--- src/rtl/core/tbrl_pkg.sv ---
// ----------------------------------------------------------------------------
// tbrl_pkg
// Shared widths and register indexes of the token bucket rate limiter.
// ----------------------------------------------------------------------------
package tbrl_pkg;

   localparam int DATA_W  = 64;               // timestamps, tokens, rate
   localparam int USE_W   = 32;               // usage fields
   localparam int CNT_W   = 32;               // throttle counter
   localparam int SEL_W   = 2;                // resource select
   localparam int IDX_W   = 2;                // register index
   localparam int ITER_W  = $clog2(DATA_W);   // serial step counter

   // usage is scaled to work units by this shift (0 to 32, never saturates)
   localparam int WORK_SHIFT = 32;

   localparam logic [ITER_W-1:0] ITER_LAST = ITER_W'(DATA_W - 1);

   typedef enum logic [IDX_W-1:0] {
      REG_TOKEN_RATE  = 2'd0,
      REG_BURST_LIMIT = 2'd1,
      REG_RES_SELECT  = 2'd2,
      REG_UNUSED      = 2'd3
   } reg_index_type;

endpackage

--- src/rtl/core/tbrl_mul.sv ---
// ----------------------------------------------------------------------------
// tbrl_mul
// Saturating multiplier, one multiplier bit per cycle, MSB first.
// ----------------------------------------------------------------------------
module tbrl_mul (
   input  logic                        clock,
   input  logic                        reset,
   input  logic                        start,
   input  logic [tbrl_pkg::DATA_W-1:0] multiplicand,
   input  logic [tbrl_pkg::DATA_W-1:0] multiplier,
   output logic                        done,
   output logic [tbrl_pkg::DATA_W-1:0] product
);

   logic                          busy_ff, busy_in;
   logic                          done_ff, done_in;
   logic [tbrl_pkg::ITER_W-1:0]   cnt_ff, cnt_in;
   logic [tbrl_pkg::DATA_W-1:0]   mcand_ff, mcand_in;
   logic [tbrl_pkg::DATA_W-1:0]   mplier_ff, mplier_in;
   logic [tbrl_pkg::DATA_W-1:0]   acc_ff, acc_in;
   logic                          sat_ff, sat_in;
   logic [tbrl_pkg::DATA_W:0]     sum;

   // acc = 2*acc + (bit ? a : 0); any carry out means the product overflows
   assign sum = {1'b0, acc_ff[tbrl_pkg::DATA_W-2:0], 1'b0}
              + {1'b0, (mplier_ff[tbrl_pkg::DATA_W-1] ? mcand_ff
                                                      : '0)};

   always_comb begin
      busy_in   = busy_ff;
      done_in   = 1'b0;
      cnt_in    = cnt_ff;
      mcand_in  = mcand_ff;
      mplier_in = mplier_ff;
      acc_in    = acc_ff;
      sat_in    = sat_ff;
      if (start) begin
         busy_in   = 1'b1;
         cnt_in    = '0;
         mcand_in  = multiplicand;
         mplier_in = multiplier;
         acc_in    = '0;
         sat_in    = 1'b0;
      end else if (busy_ff) begin
         acc_in    = sum[tbrl_pkg::DATA_W-1:0];
         sat_in    = sat_ff | acc_ff[tbrl_pkg::DATA_W-1] | sum[tbrl_pkg::DATA_W];
         mplier_in = {mplier_ff[tbrl_pkg::DATA_W-2:0], 1'b0};
         cnt_in    = cnt_ff + 1'b1;
         if (cnt_ff == tbrl_pkg::ITER_LAST) begin
            busy_in = 1'b0;
            done_in = 1'b1;
         end
      end
   end

   always_ff @(posedge clock) begin
      if (reset) begin
         busy_ff <= 1'b0;
         done_ff <= 1'b0;
      end else begin
         busy_ff <= busy_in;
         done_ff <= done_in;
      end
      cnt_ff    <= cnt_in;
      mcand_ff  <= mcand_in;
      mplier_ff <= mplier_in;
      acc_ff    <= acc_in;
      sat_ff    <= sat_in;
   end

   assign done    = done_ff;
   assign product = sat_ff ? '1 : acc_ff;

endmodule

--- src/rtl/core/tbrl_div.sv ---
// ----------------------------------------------------------------------------
// tbrl_div
// Restoring divider, one quotient bit per cycle.
// ----------------------------------------------------------------------------
module tbrl_div (
   input  logic                        clock,
   input  logic                        reset,
   input  logic                        start,
   input  logic [tbrl_pkg::DATA_W-1:0] dividend,
   input  logic [tbrl_pkg::DATA_W-1:0] divisor,
   output logic                        done,
   output logic [tbrl_pkg::DATA_W-1:0] quotient
);

   logic                          busy_ff, busy_in;
   logic                          done_ff, done_in;
   logic [tbrl_pkg::ITER_W-1:0]   cnt_ff, cnt_in;
   logic [tbrl_pkg::DATA_W-1:0]   dsor_ff, dsor_in;
   logic [tbrl_pkg::DATA_W-1:0]   rem_ff, rem_in;
   logic [tbrl_pkg::DATA_W-1:0]   quo_ff, quo_in;
   logic [tbrl_pkg::DATA_W:0]     trial;
   logic [tbrl_pkg::DATA_W:0]     diff;

   // partial remainder takes the next dividend bit from the quotient register
   assign trial = {rem_ff, quo_ff[tbrl_pkg::DATA_W-1]};
   assign diff  = trial - {1'b0, dsor_ff};

   always_comb begin
      busy_in = busy_ff;
      done_in = 1'b0;
      cnt_in  = cnt_ff;
      dsor_in = dsor_ff;
      rem_in  = rem_ff;
      quo_in  = quo_ff;
      if (start) begin
         busy_in = 1'b1;
         cnt_in  = '0;
         dsor_in = divisor;
         rem_in  = '0;
         quo_in  = dividend;
      end else if (busy_ff) begin
         if (diff[tbrl_pkg::DATA_W]) begin
            rem_in = trial[tbrl_pkg::DATA_W-1:0];
            quo_in = {quo_ff[tbrl_pkg::DATA_W-2:0], 1'b0};
         end else begin
            rem_in = diff[tbrl_pkg::DATA_W-1:0];
            quo_in = {quo_ff[tbrl_pkg::DATA_W-2:0], 1'b1};
         end
         cnt_in = cnt_ff + 1'b1;
         if (cnt_ff == tbrl_pkg::ITER_LAST) begin
            busy_in = 1'b0;
            done_in = 1'b1;
         end
      end
   end

   always_ff @(posedge clock) begin
      if (reset) begin
         busy_ff <= 1'b0;
         done_ff <= 1'b0;
      end else begin
         busy_ff <= busy_in;
         done_ff <= done_in;
      end
      cnt_ff  <= cnt_in;
      dsor_ff <= dsor_in;
      rem_ff  <= rem_in;
      quo_ff  <= quo_in;
   end

   assign done     = done_ff;
   assign quotient = quo_ff;

endmodule

--- src/rtl/core/token_bucket_rate_limiter.sv ---
// ----------------------------------------------------------------------------
// token_bucket_rate_limiter
// Token bucket accounting: refill by elapsed time, charge usage, throttle.
// ----------------------------------------------------------------------------
// Usage:
//  req_*  one accounting item (timestamp, four usages, child blocked flag),
//         taken when req_valid is high and req_stall low.
//  rsp_*  one result item per request, taken when rsp_valid is high and
//         rsp_stall low; the result sits in an output register.
//  csr_*  register writes (0 token_rate, 1 burst_limit, 2 resource_select),
//         always ready; index 3 is ignored. Write only while idle.
// Flow: one item at a time. Refill uses a bit-serial multiplier; the
//  wakeup time uses a bit-serial divider and is only run for a throttled
//  item with a nonzero rate. rsp_valid rises at the same edge at which the
//  block returns to idle, and the next item can be taken after that edge.
//  req_stall is high from accept until the result is moved to the output
//  register, so a new item can be taken while a result still waits behind
//  rsp_stall.
// A stalled receiver holds the block in its final state until the output
//  register frees up.
// Reset: bucket, last timestamp, throttle count and the configuration registers clear.
// ----------------------------------------------------------------------------
module token_bucket_rate_limiter (
   input  logic                          clock,
   input  logic                          reset,
   // request channel
   input  logic                          req_valid,
   output logic                          req_stall,
   input  logic [tbrl_pkg::DATA_W-1:0]   req_timestamp,
   input  logic [tbrl_pkg::USE_W-1:0]    req_usage_count,
   input  logic [tbrl_pkg::USE_W-1:0]    req_usage_cycles,
   input  logic [tbrl_pkg::USE_W-1:0]    req_usage_packets,
   input  logic [tbrl_pkg::USE_W-1:0]    req_usage_bits,
   input  logic                          req_child_blocked,
   // response channel
   output logic                          rsp_valid,
   input  logic                          rsp_stall,
   output logic                          rsp_blocked,
   output logic                          rsp_throttled,
   output logic                          rsp_wakeup_valid,
   output logic [tbrl_pkg::DATA_W-1:0]   rsp_wakeup_time,
   output logic [tbrl_pkg::DATA_W-1:0]   rsp_tokens_left,
   output logic [tbrl_pkg::CNT_W-1:0]    rsp_throttle_total,
   // register write port
   input  logic                          csr_valid,
   output logic                          csr_ready,
   input  logic [tbrl_pkg::IDX_W-1:0]    csr_index,
   input  logic [tbrl_pkg::DATA_W-1:0]   csr_data
);

   typedef enum logic [5:0] {
      ST_IDLE  = 6'b000001,
      ST_MUL   = 6'b000010,   // refill product in flight
      ST_SUM   = 6'b000100,   // bucket + refill, saturating
      ST_CHECK = 6'b001000,   // compare with charge, update bucket
      ST_DIV   = 6'b010000,   // wakeup quotient in flight
      ST_DONE  = 6'b100000    // waiting for the output register
   } state_type;

   state_type                      state_ff, state_in;

   // configuration
   logic [tbrl_pkg::DATA_W-1:0]    rate_ff, rate_in;
   logic [tbrl_pkg::DATA_W-1:0]    burst_ff, burst_in;
   logic [tbrl_pkg::SEL_W-1:0]     sel_ff, sel_in;

   // persistent state
   logic [tbrl_pkg::DATA_W-1:0]    bucket_ff, bucket_in;
   logic [tbrl_pkg::DATA_W-1:0]    last_ts_ff, last_ts_in;
   logic [tbrl_pkg::CNT_W-1:0]     tcount_ff, tcount_in;

   // per-item working registers
   logic [tbrl_pkg::DATA_W-1:0]    ts_ff, ts_in;
   logic [tbrl_pkg::DATA_W-1:0]    consumed_ff, consumed_in;
   logic [tbrl_pkg::DATA_W-1:0]    tokens_ff, tokens_in;
   logic                           child_ff, child_in;
   logic                           thr_ff, thr_in;
   logic                           wvalid_ff, wvalid_in;
   logic [tbrl_pkg::DATA_W-1:0]    wtime_ff, wtime_in;

   // output register
   logic                           rsp_valid_ff, rsp_valid_in;
   logic                           rsp_blocked_ff, rsp_blocked_in;
   logic                           rsp_thr_ff, rsp_thr_in;
   logic                           rsp_wvalid_ff, rsp_wvalid_in;
   logic [tbrl_pkg::DATA_W-1:0]    rsp_wtime_ff, rsp_wtime_in;
   logic [tbrl_pkg::DATA_W-1:0]    rsp_tokens_ff, rsp_tokens_in;
   logic [tbrl_pkg::CNT_W-1:0]     rsp_total_ff, rsp_total_in;

   logic                           req_accept;
   logic                           out_free;
   logic [tbrl_pkg::USE_W-1:0]     usage_sel;
   logic [tbrl_pkg::DATA_W-1:0]    elapsed;
   logic                           mul_done;
   logic [tbrl_pkg::DATA_W-1:0]    refill;
   logic [tbrl_pkg::DATA_W:0]      tok_sum;
   logic                           short;
   logic                           div_start;
   logic                           div_done;
   logic [tbrl_pkg::DATA_W-1:0]    quotient;
   logic [tbrl_pkg::DATA_W-1:0]    rest;

   assign req_stall  = (state_ff != ST_IDLE);
   assign req_accept = req_valid & ~req_stall;
   assign out_free   = ~rsp_valid_ff | ~rsp_stall;
   assign csr_ready  = 1'b1;

   // elapsed time wraps modulo 2^64
   assign elapsed = req_timestamp - last_ts_ff;

   always_comb begin
      unique case (sel_ff)
         2'd0:    usage_sel = req_usage_count;
         2'd1:    usage_sel = req_usage_cycles;
         2'd2:    usage_sel = req_usage_packets;
         default: usage_sel = req_usage_bits;
      endcase
   end

   // refill = rate * elapsed, saturating; started at accept
   tbrl_mul u_mul (
      .clock        (clock),
      .reset        (reset),
      .start        (req_accept),
      .multiplicand (rate_ff),
      .multiplier   (elapsed),
      .done         (mul_done),
      .product      (refill)
   );

   assign tok_sum   = {1'b0, bucket_ff} + {1'b0, refill};
   assign short     = (tokens_ff < consumed_ff);
   assign rest      = tokens_ff - consumed_ff;
   assign div_start = (state_ff == ST_CHECK) & short & (rate_ff != '0);

   // wakeup delay = (consumed - tokens) / rate
   tbrl_div u_div (
      .clock    (clock),
      .reset    (reset),
      .start    (div_start),
      .dividend (consumed_ff - tokens_ff),
      .divisor  (rate_ff),
      .done     (div_done),
      .quotient (quotient)
   );

   always_comb begin
      state_in    = state_ff;
      rate_in     = rate_ff;
      burst_in    = burst_ff;
      sel_in      = sel_ff;
      bucket_in   = bucket_ff;
      last_ts_in  = last_ts_ff;
      tcount_in   = tcount_ff;
      ts_in       = ts_ff;
      consumed_in = consumed_ff;
      tokens_in   = tokens_ff;
      child_in    = child_ff;
      thr_in      = thr_ff;
      wvalid_in   = wvalid_ff;
      wtime_in    = wtime_ff;

      rsp_valid_in   = rsp_valid_ff & rsp_stall;
      rsp_blocked_in = rsp_blocked_ff;
      rsp_thr_in     = rsp_thr_ff;
      rsp_wvalid_in  = rsp_wvalid_ff;
      rsp_wtime_in   = rsp_wtime_ff;
      rsp_tokens_in  = rsp_tokens_ff;
      rsp_total_in   = rsp_total_ff;

      // register writes
      if (csr_valid) begin
         unique case (tbrl_pkg::reg_index_type'(csr_index))
            tbrl_pkg::REG_TOKEN_RATE:  rate_in  = csr_data;
            tbrl_pkg::REG_BURST_LIMIT: burst_in = csr_data;
            tbrl_pkg::REG_RES_SELECT:  sel_in   = csr_data[tbrl_pkg::SEL_W-1:0];
            default: ;
         endcase
      end

      unique case (state_ff)
         ST_IDLE: begin
            if (req_accept) begin
               ts_in       = req_timestamp;
               last_ts_in  = req_timestamp;
               child_in    = req_child_blocked;
               // usage is 32 bits, shift at most 32: no saturation possible
               consumed_in = tbrl_pkg::DATA_W'(usage_sel) << tbrl_pkg::WORK_SHIFT;
               state_in    = ST_MUL;
            end
         end
         ST_MUL: begin
            if (mul_done) begin
               state_in = ST_SUM;
            end
         end
         ST_SUM: begin
            tokens_in = tok_sum[tbrl_pkg::DATA_W] ? '1 : tok_sum[tbrl_pkg::DATA_W-1:0];
            state_in  = ST_CHECK;
         end
         ST_CHECK: begin
            thr_in    = short;
            wvalid_in = 1'b0;
            wtime_in  = '0;
            if (short) begin
               bucket_in = '0;
               if (tcount_ff != '1) begin
                  tcount_in = tcount_ff + 1'b1;
               end
               if (rate_ff != '0) begin
                  state_in = ST_DIV;
               end else begin
                  state_in = ST_DONE;
               end
            end else begin
               bucket_in = (rest < burst_ff) ? rest : burst_ff;
               state_in  = ST_DONE;
            end
         end
         ST_DIV: begin
            if (div_done) begin
               wvalid_in = 1'b1;
               wtime_in  = ts_ff + quotient;
               state_in  = ST_DONE;
            end
         end
         ST_DONE: begin
            if (out_free) begin
               rsp_valid_in   = 1'b1;
               rsp_blocked_in = thr_ff | child_ff;
               rsp_thr_in     = thr_ff;
               rsp_wvalid_in  = wvalid_ff;
               rsp_wtime_in   = wtime_ff;
               rsp_tokens_in  = bucket_ff;
               rsp_total_in   = tcount_ff;
               state_in       = ST_IDLE;
            end
         end
         default: begin
            state_in = ST_IDLE;
         end
      endcase
   end

   always_ff @(posedge clock) begin
      if (reset) begin
         state_ff     <= ST_IDLE;
         rate_ff      <= '0;
         burst_ff     <= '0;
         sel_ff       <= '0;
         bucket_ff    <= '0;
         last_ts_ff   <= '0;
         tcount_ff    <= '0;
         rsp_valid_ff <= 1'b0;
      end else begin
         state_ff     <= state_in;
         rate_ff      <= rate_in;
         burst_ff     <= burst_in;
         sel_ff       <= sel_in;
         bucket_ff    <= bucket_in;
         last_ts_ff   <= last_ts_in;
         tcount_ff    <= tcount_in;
         rsp_valid_ff <= rsp_valid_in;
      end
      ts_ff          <= ts_in;
      consumed_ff    <= consumed_in;
      tokens_ff      <= tokens_in;
      child_ff       <= child_in;
      thr_ff         <= thr_in;
      wvalid_ff      <= wvalid_in;
      wtime_ff       <= wtime_in;
      rsp_blocked_ff <= rsp_blocked_in;
      rsp_thr_ff     <= rsp_thr_in;
      rsp_wvalid_ff  <= rsp_wvalid_in;
      rsp_wtime_ff   <= rsp_wtime_in;
      rsp_tokens_ff  <= rsp_tokens_in;
      rsp_total_ff   <= rsp_total_in;
   end

   assign rsp_valid          = rsp_valid_ff;
   assign rsp_blocked        = rsp_blocked_ff;
   assign rsp_throttled      = rsp_thr_ff;
   assign rsp_wakeup_valid   = rsp_wvalid_ff;
   assign rsp_wakeup_time    = rsp_wtime_ff;
   assign rsp_tokens_left    = rsp_tokens_ff;
   assign rsp_throttle_total = rsp_total_ff;

endmodule
--- config.mk ---
export PLATFORM = sky130hd
export DESIGN_NAME = token_bucket_rate_limiter
export DESIGN_NICKNAME = d
export VERILOG_FILES = /design/src/rtl/core/tbrl_pkg.sv /design/src/rtl/core/tbrl_mul.sv /design/src/rtl/core/tbrl_div.sv /design/src/rtl/core/token_bucket_rate_limiter.sv
export SDC_FILE = /design/constraint.sdc
export NUM_CORES = 2
export LEC_CHECK = 0
export BUFFER_PORTS_ARGS = -buffer_cell sky130_fd_sc_hd__buf_2
export CAP_MARGIN = 30
export CELL_PAD_IN_SITES_DETAIL_PLACEMENT = 1
export CELL_PAD_IN_SITES_GLOBAL_PLACEMENT = 1
export CORE_ASPECT_RATIO = 1.2
export CORE_MARGIN = 2
export CORE_UTILIZATION = 48
export CTS_CLUSTER_DIAMETER = 100
export DETAILED_ROUTE_END_ITERATION = 16
export GPL_TIMING_DRIVEN = 1
export PLACE_DENSITY = 0.83
export SYNTH_ARGS = -nofsm -noshare
export SYNTH_HDL_FRONTEND = slang
export SYNTH_SLANG_ARGS = --single-unit
--- constraint.sdc ---
create_clock -name clock -period 13.4 [get_ports clock]
set_clock_uncertainty 0.15 [all_clocks]
set_input_delay 2.68 -clock clock [delete_from_list [all_inputs] [get_ports clock]]
set_output_delay 2.68 -clock clock [all_outputs]
set_load 0.01 [all_outputs]
==> results.md <==
- The run finished with clean final reports.
- The total of hold buffers inserted after clock tree synthesis is 0.
- The total of endpoints with negative setup slack in the final report is 0.
- Summed over its instances, the top area cell type makes up 30.8% of the synthesized netlist area.
- After filler insertion, the fill cell instance count of the layout stands at 14900.
- Once the floorplan was initialized, standard cells occupied 48.3% of the core.
- The core region is 0.130 mm2.
- After Yosys synthesis, full adders, half adders and majority gates account for 9.05% of the synthesized area.
- In this run the cell area of the synthesized design comes to 0.0630 mm2.
- The first global-routing pass estimated 310 mm of wire.
- Dividing the synthesized area by the synthesized cell count gives 9.33 um2.
- The synthesized netlist devotes 15.1% of its cell area to simple gates.
- The total power per unit cell area is 164 mW/mm2.
- The starting DRC count in detailed routing is 3444.
- Of all cell types, the one taking the most synthesized area is sky130_fd_sc_hd__edfxtp_1.
- Timing analysis after detailed placement gives a worst setup slack of 5.98 ns.
- The die covers 0.134 mm2.
- The area growth from synthesis to final layout is 11.4%.
- The portion of the clock cycle consumed by the worst path in the final layout is 53.8%.
- The worst endpoint required time is 13.81 ns.
- 430 I/O pins were placed.
- The chip width is 335 um.
- The max-slew violation count is 0.
- The post-detailed-route DRC marker count is 0.
- Summing all multi-input logic gate instances after layout gives 0.0320 mm2.
- The maximum number of pins on one net before global-route repair is 114.
- The quantity of gates resized following cts is 0.
- The post-synthesis mux area share is 3.20%.
- The number of rows in the core area is 145.
- The clock root buffer master is sky130_fd_sc_hd__clkbuf_16.
- The cell with the most instances after synthesis is sky130_fd_sc_hd__nand2_1.
- The sequential cells in the finished layout cover a total of 0.0283 mm2.
- After synthesis, the largest family of logic cells by area is compound AO/OA/AOI/OAI gates.
- The buffer levels on the longest clock path is 3.
- The number of flops mapped to enable cells by yosys is 646.
- The share of final-layout standard cells stronger than drive strength 1 is 11.6%.
- After routing the design area is 0.0702 mm2.
- The number of clock buffers added by TritonCTS is 111.
- The end-of-flow core utilization is 53.9%.
- The total vias in the final route is 51600.
- The tool flagged a number of max-cap violations equal to 0.
- In the synthesized netlist, the number of instances is 6747.
- The final layout contains 7712 nets.
- Dividing the detail-routed via count by the number of cells gives 5.87.
- IR analysis of the VDD net gives a maximum drop of 120 uV.
- STA classifies the critical path endpoint as a register.
- The worst hold margin is 0.271 ns.
- Clock latency on the worst-skew pair, taken at its later pin, is 0.74 ns.
- The final count of hold timing violations came to 0.
- The synthesized-area fraction occupied by ao, oa, aoi and oai cells is 17.6%.
- The remaining global-route overflow is 0.
- The post-CTS setup-driven buffer insertion count is 0.
- After synthesis the netlist holds a flip-flop and latch count of 1088.
- The xor/xnor share of the synthesized area is 5.73%.
- Across every metal layer, demand over resource in global routing totals 29.4%.
- In this run the static leakage power is 0.0290 uW.
- After routing, the total negative slack on setup checks comes to 0 ns.
- The most used flip-flop cell after synthesis is sky130_fd_sc_hd__edfxtp_1.
- The worst hold path belongs to the class reg -> reg.
- The number of input and output port buffers inserted is 428.
- The clock drives 1088 sinks.
- The commonest cells after synthesis are sky130_fd_sc_hd__nand2_1 (936), sky130_fd_sc_hd__a21oi_1 (716), sky130_fd_sc_hd__edfxtp_1 (646).
- From bottom edge to top edge, the die measures 401 um.
- The instance area at placement is 0.0663 mm2.
- In this run, distinct cell masters in the synthesized netlist total 103.
- Summed over all layers, the routed wires come to 202 mm.
- Synthesis produced a netlist with a net count of 7463.
- The startpoint type of the worst setup path is a register.
- Counting I/O delays and the setup requirement, the final critical path takes 7.20 ns.
- TritonCTS built the clock tree.
- The top fanout value on the critical path is 44.
- The number of antenna violations at the first check in global routing is 7.
- For the pin with the worst max-slew slack, the measured transition is 0.987 ns.
- Data on the critical path arrives at its endpoint at 7.62 ns.
- In the synthesized netlist the async set-or-reset flop fraction comes to 0%.
- During synthesis, Yosys emitted a total of 0 warnings.
- The number of H-tree levels is 3.
- Setup slack on the critical path of the routed design comes to 6.20 ns.
- Before antenna repair, the detailed router went through 5 iterations.
- By area the synthesized netlist is led by sky130_fd_sc_hd__edfxtp_1 (31%), sky130_fd_sc_hd__dfxtp_1 (14%), sky130_fd_sc_hd__ha_1 (8.9%).
- For this run, the top clock speed supported by timing is 139 MHz.
- The clock-pin slew on the worst setup and hold paths is 0.07 ns.
- The share of the yosys chip area belonging to registers is 44.9%.
- The number of global-route vias before repair is 53600.
- The normalized max-slew margin is 34.2%.
- The detailed placement HPWL is 154 mm.
- The count of nets left with antenna violations once routing finished came out at 0.
- Setup repair after global routing left no endpoint under its margin.
- The average wire length per cell after detail routing is 23.0 um.
- The classification of the worst setup path is reg -> reg.
- The congestion estimate from routability-driven global placement came to 0.948.
==> power by group <==
part	internal, uW	total (uW)	switching [uW]
clock	1850	3270	1420
combinational	1440	3870	2430
sequential	4080	4350	272
total	7380	11500	4120
==> kinds of logic (layout without fill, tap and decap cells) <==
| family | Yosys count | in the layout |
|---|---|---|
| and+or+nand+nor | 2069 | 2069 |
| AOI/OAI and AO/OA | 1851 | 1851 |
| DFF | 1088 | 1088 |
| buffers and inverters | 713 | 1060 |
| adders and majority gates | 452 | 452 |
| xor gates and xnor gates | 412 | 412 |
| muxes | 161 | 161 |
| other | 1 | 4 |
==> path summary, 6_finish.rpt <==
path,to,depth (start not counted),startpoint,slack [ns]
setup reg to reg,bucket_ff[2],22,consumed_ff[33],6.20
hold / removal,rsp_wakeup_time[48],0,wtime_ff[48],0.27
hold reg to reg,rsp_wakeup_time[48],0,wtime_ff[48],0.27
setup / recovery,bucket_ff[2],22,consumed_ff[33],6.20
==> critical path: stages (launching register included) <==
cell and delay (ns):
sky130_fd_sc_hd__edfxtp_1 0.40, sky130_fd_sc_hd__inv_1 0.06, sky130_fd_sc_hd__ha_1 0.38, sky130_fd_sc_hd__nor2b_1 0.19, sky130_fd_sc_hd__o21ai_0 0.12, sky130_fd_sc_hd__a21boi_0 0.42, sky130_fd_sc_hd__o21a_1 0.30, sky130_fd_sc_hd__a21o_1 0.15
sky130_fd_sc_hd__a21o_1 0.15, sky130_fd_sc_hd__a21oi_1 0.07, sky130_fd_sc_hd__o21ai_0 0.37, sky130_fd_sc_hd__a221oi_1 0.16, sky130_fd_sc_hd__xnor2_1 0.21, sky130_fd_sc_hd__ha_1 0.35, sky130_fd_sc_hd__nand4_1 0.13, sky130_fd_sc_hd__nor3_1 0.55
sky130_fd_sc_hd__nand4_1 0.18, sky130_fd_sc_hd__a31oi_1 0.65, sky130_fd_sc_hd__o2111ai_1 0.29, sky130_fd_sc_hd__nand3_4 0.44, sky130_fd_sc_hd__buf_4 0.73, sky130_fd_sc_hd__mux2i_1 0.30, sky130_fd_sc_hd__o21ai_0 0.12
==> final cells by class <==
cell class                 count  share of cell area [%]
timing repair buffer         474                    3.62
tap                         1690                    3.01
multi-input combinational   4946                    45.6
antenna                        3                  0.0107
clock buffer                 138                    4.26
inverter                     375                    2.02
sequential                  1088                    40.3
clock inverter                73                    1.17
==> placed cells by master, fill, tap and decap left out, types with 102 or more instances in the layout <==
master,count
sky130_fd_sc_hd__nand3_1,102
sky130_fd_sc_hd__nor2_1,398
sky130_fd_sc_hd__ha_1,446
sky130_fd_sc_hd__a21o_1,250
sky130_fd_sc_hd__xor2_1,199
sky130_fd_sc_hd__o21ai_0,491
sky130_fd_sc_hd__buf_2,427
sky130_fd_sc_hd__mux2i_1,124
sky130_fd_sc_hd__a21oi_1,715
sky130_fd_sc_hd__xnor2_1,212
sky130_fd_sc_hd__edfxtp_1,646
sky130_fd_sc_hd__clkbuf_16,113
sky130_fd_sc_hd__inv_1,371
sky130_fd_sc_hd__nand2_1,935
sky130_fd_sc_hd__nand4_1,110
sky130_fd_sc_hd__dfxtp_1,438
==> metal layers <==
metal	routed length, um	up-vias	track usage (%)
li1	-	24500	-
met1	84800	25500	36.6
met2	98800	1271	51.4
met3	9500	339	3.58
met4	8500	6	12.0
met5	34	-	0
==> metrics by stage <==
stage               total power (uW)  std cells
floorplan                       7120       6747
global placement                8050       8569
detailed placement              8200       8571
CTS                            11500       8782
global route                   12100       8784
finish                         11500       8787
Power figures use the tool's default switching activity.
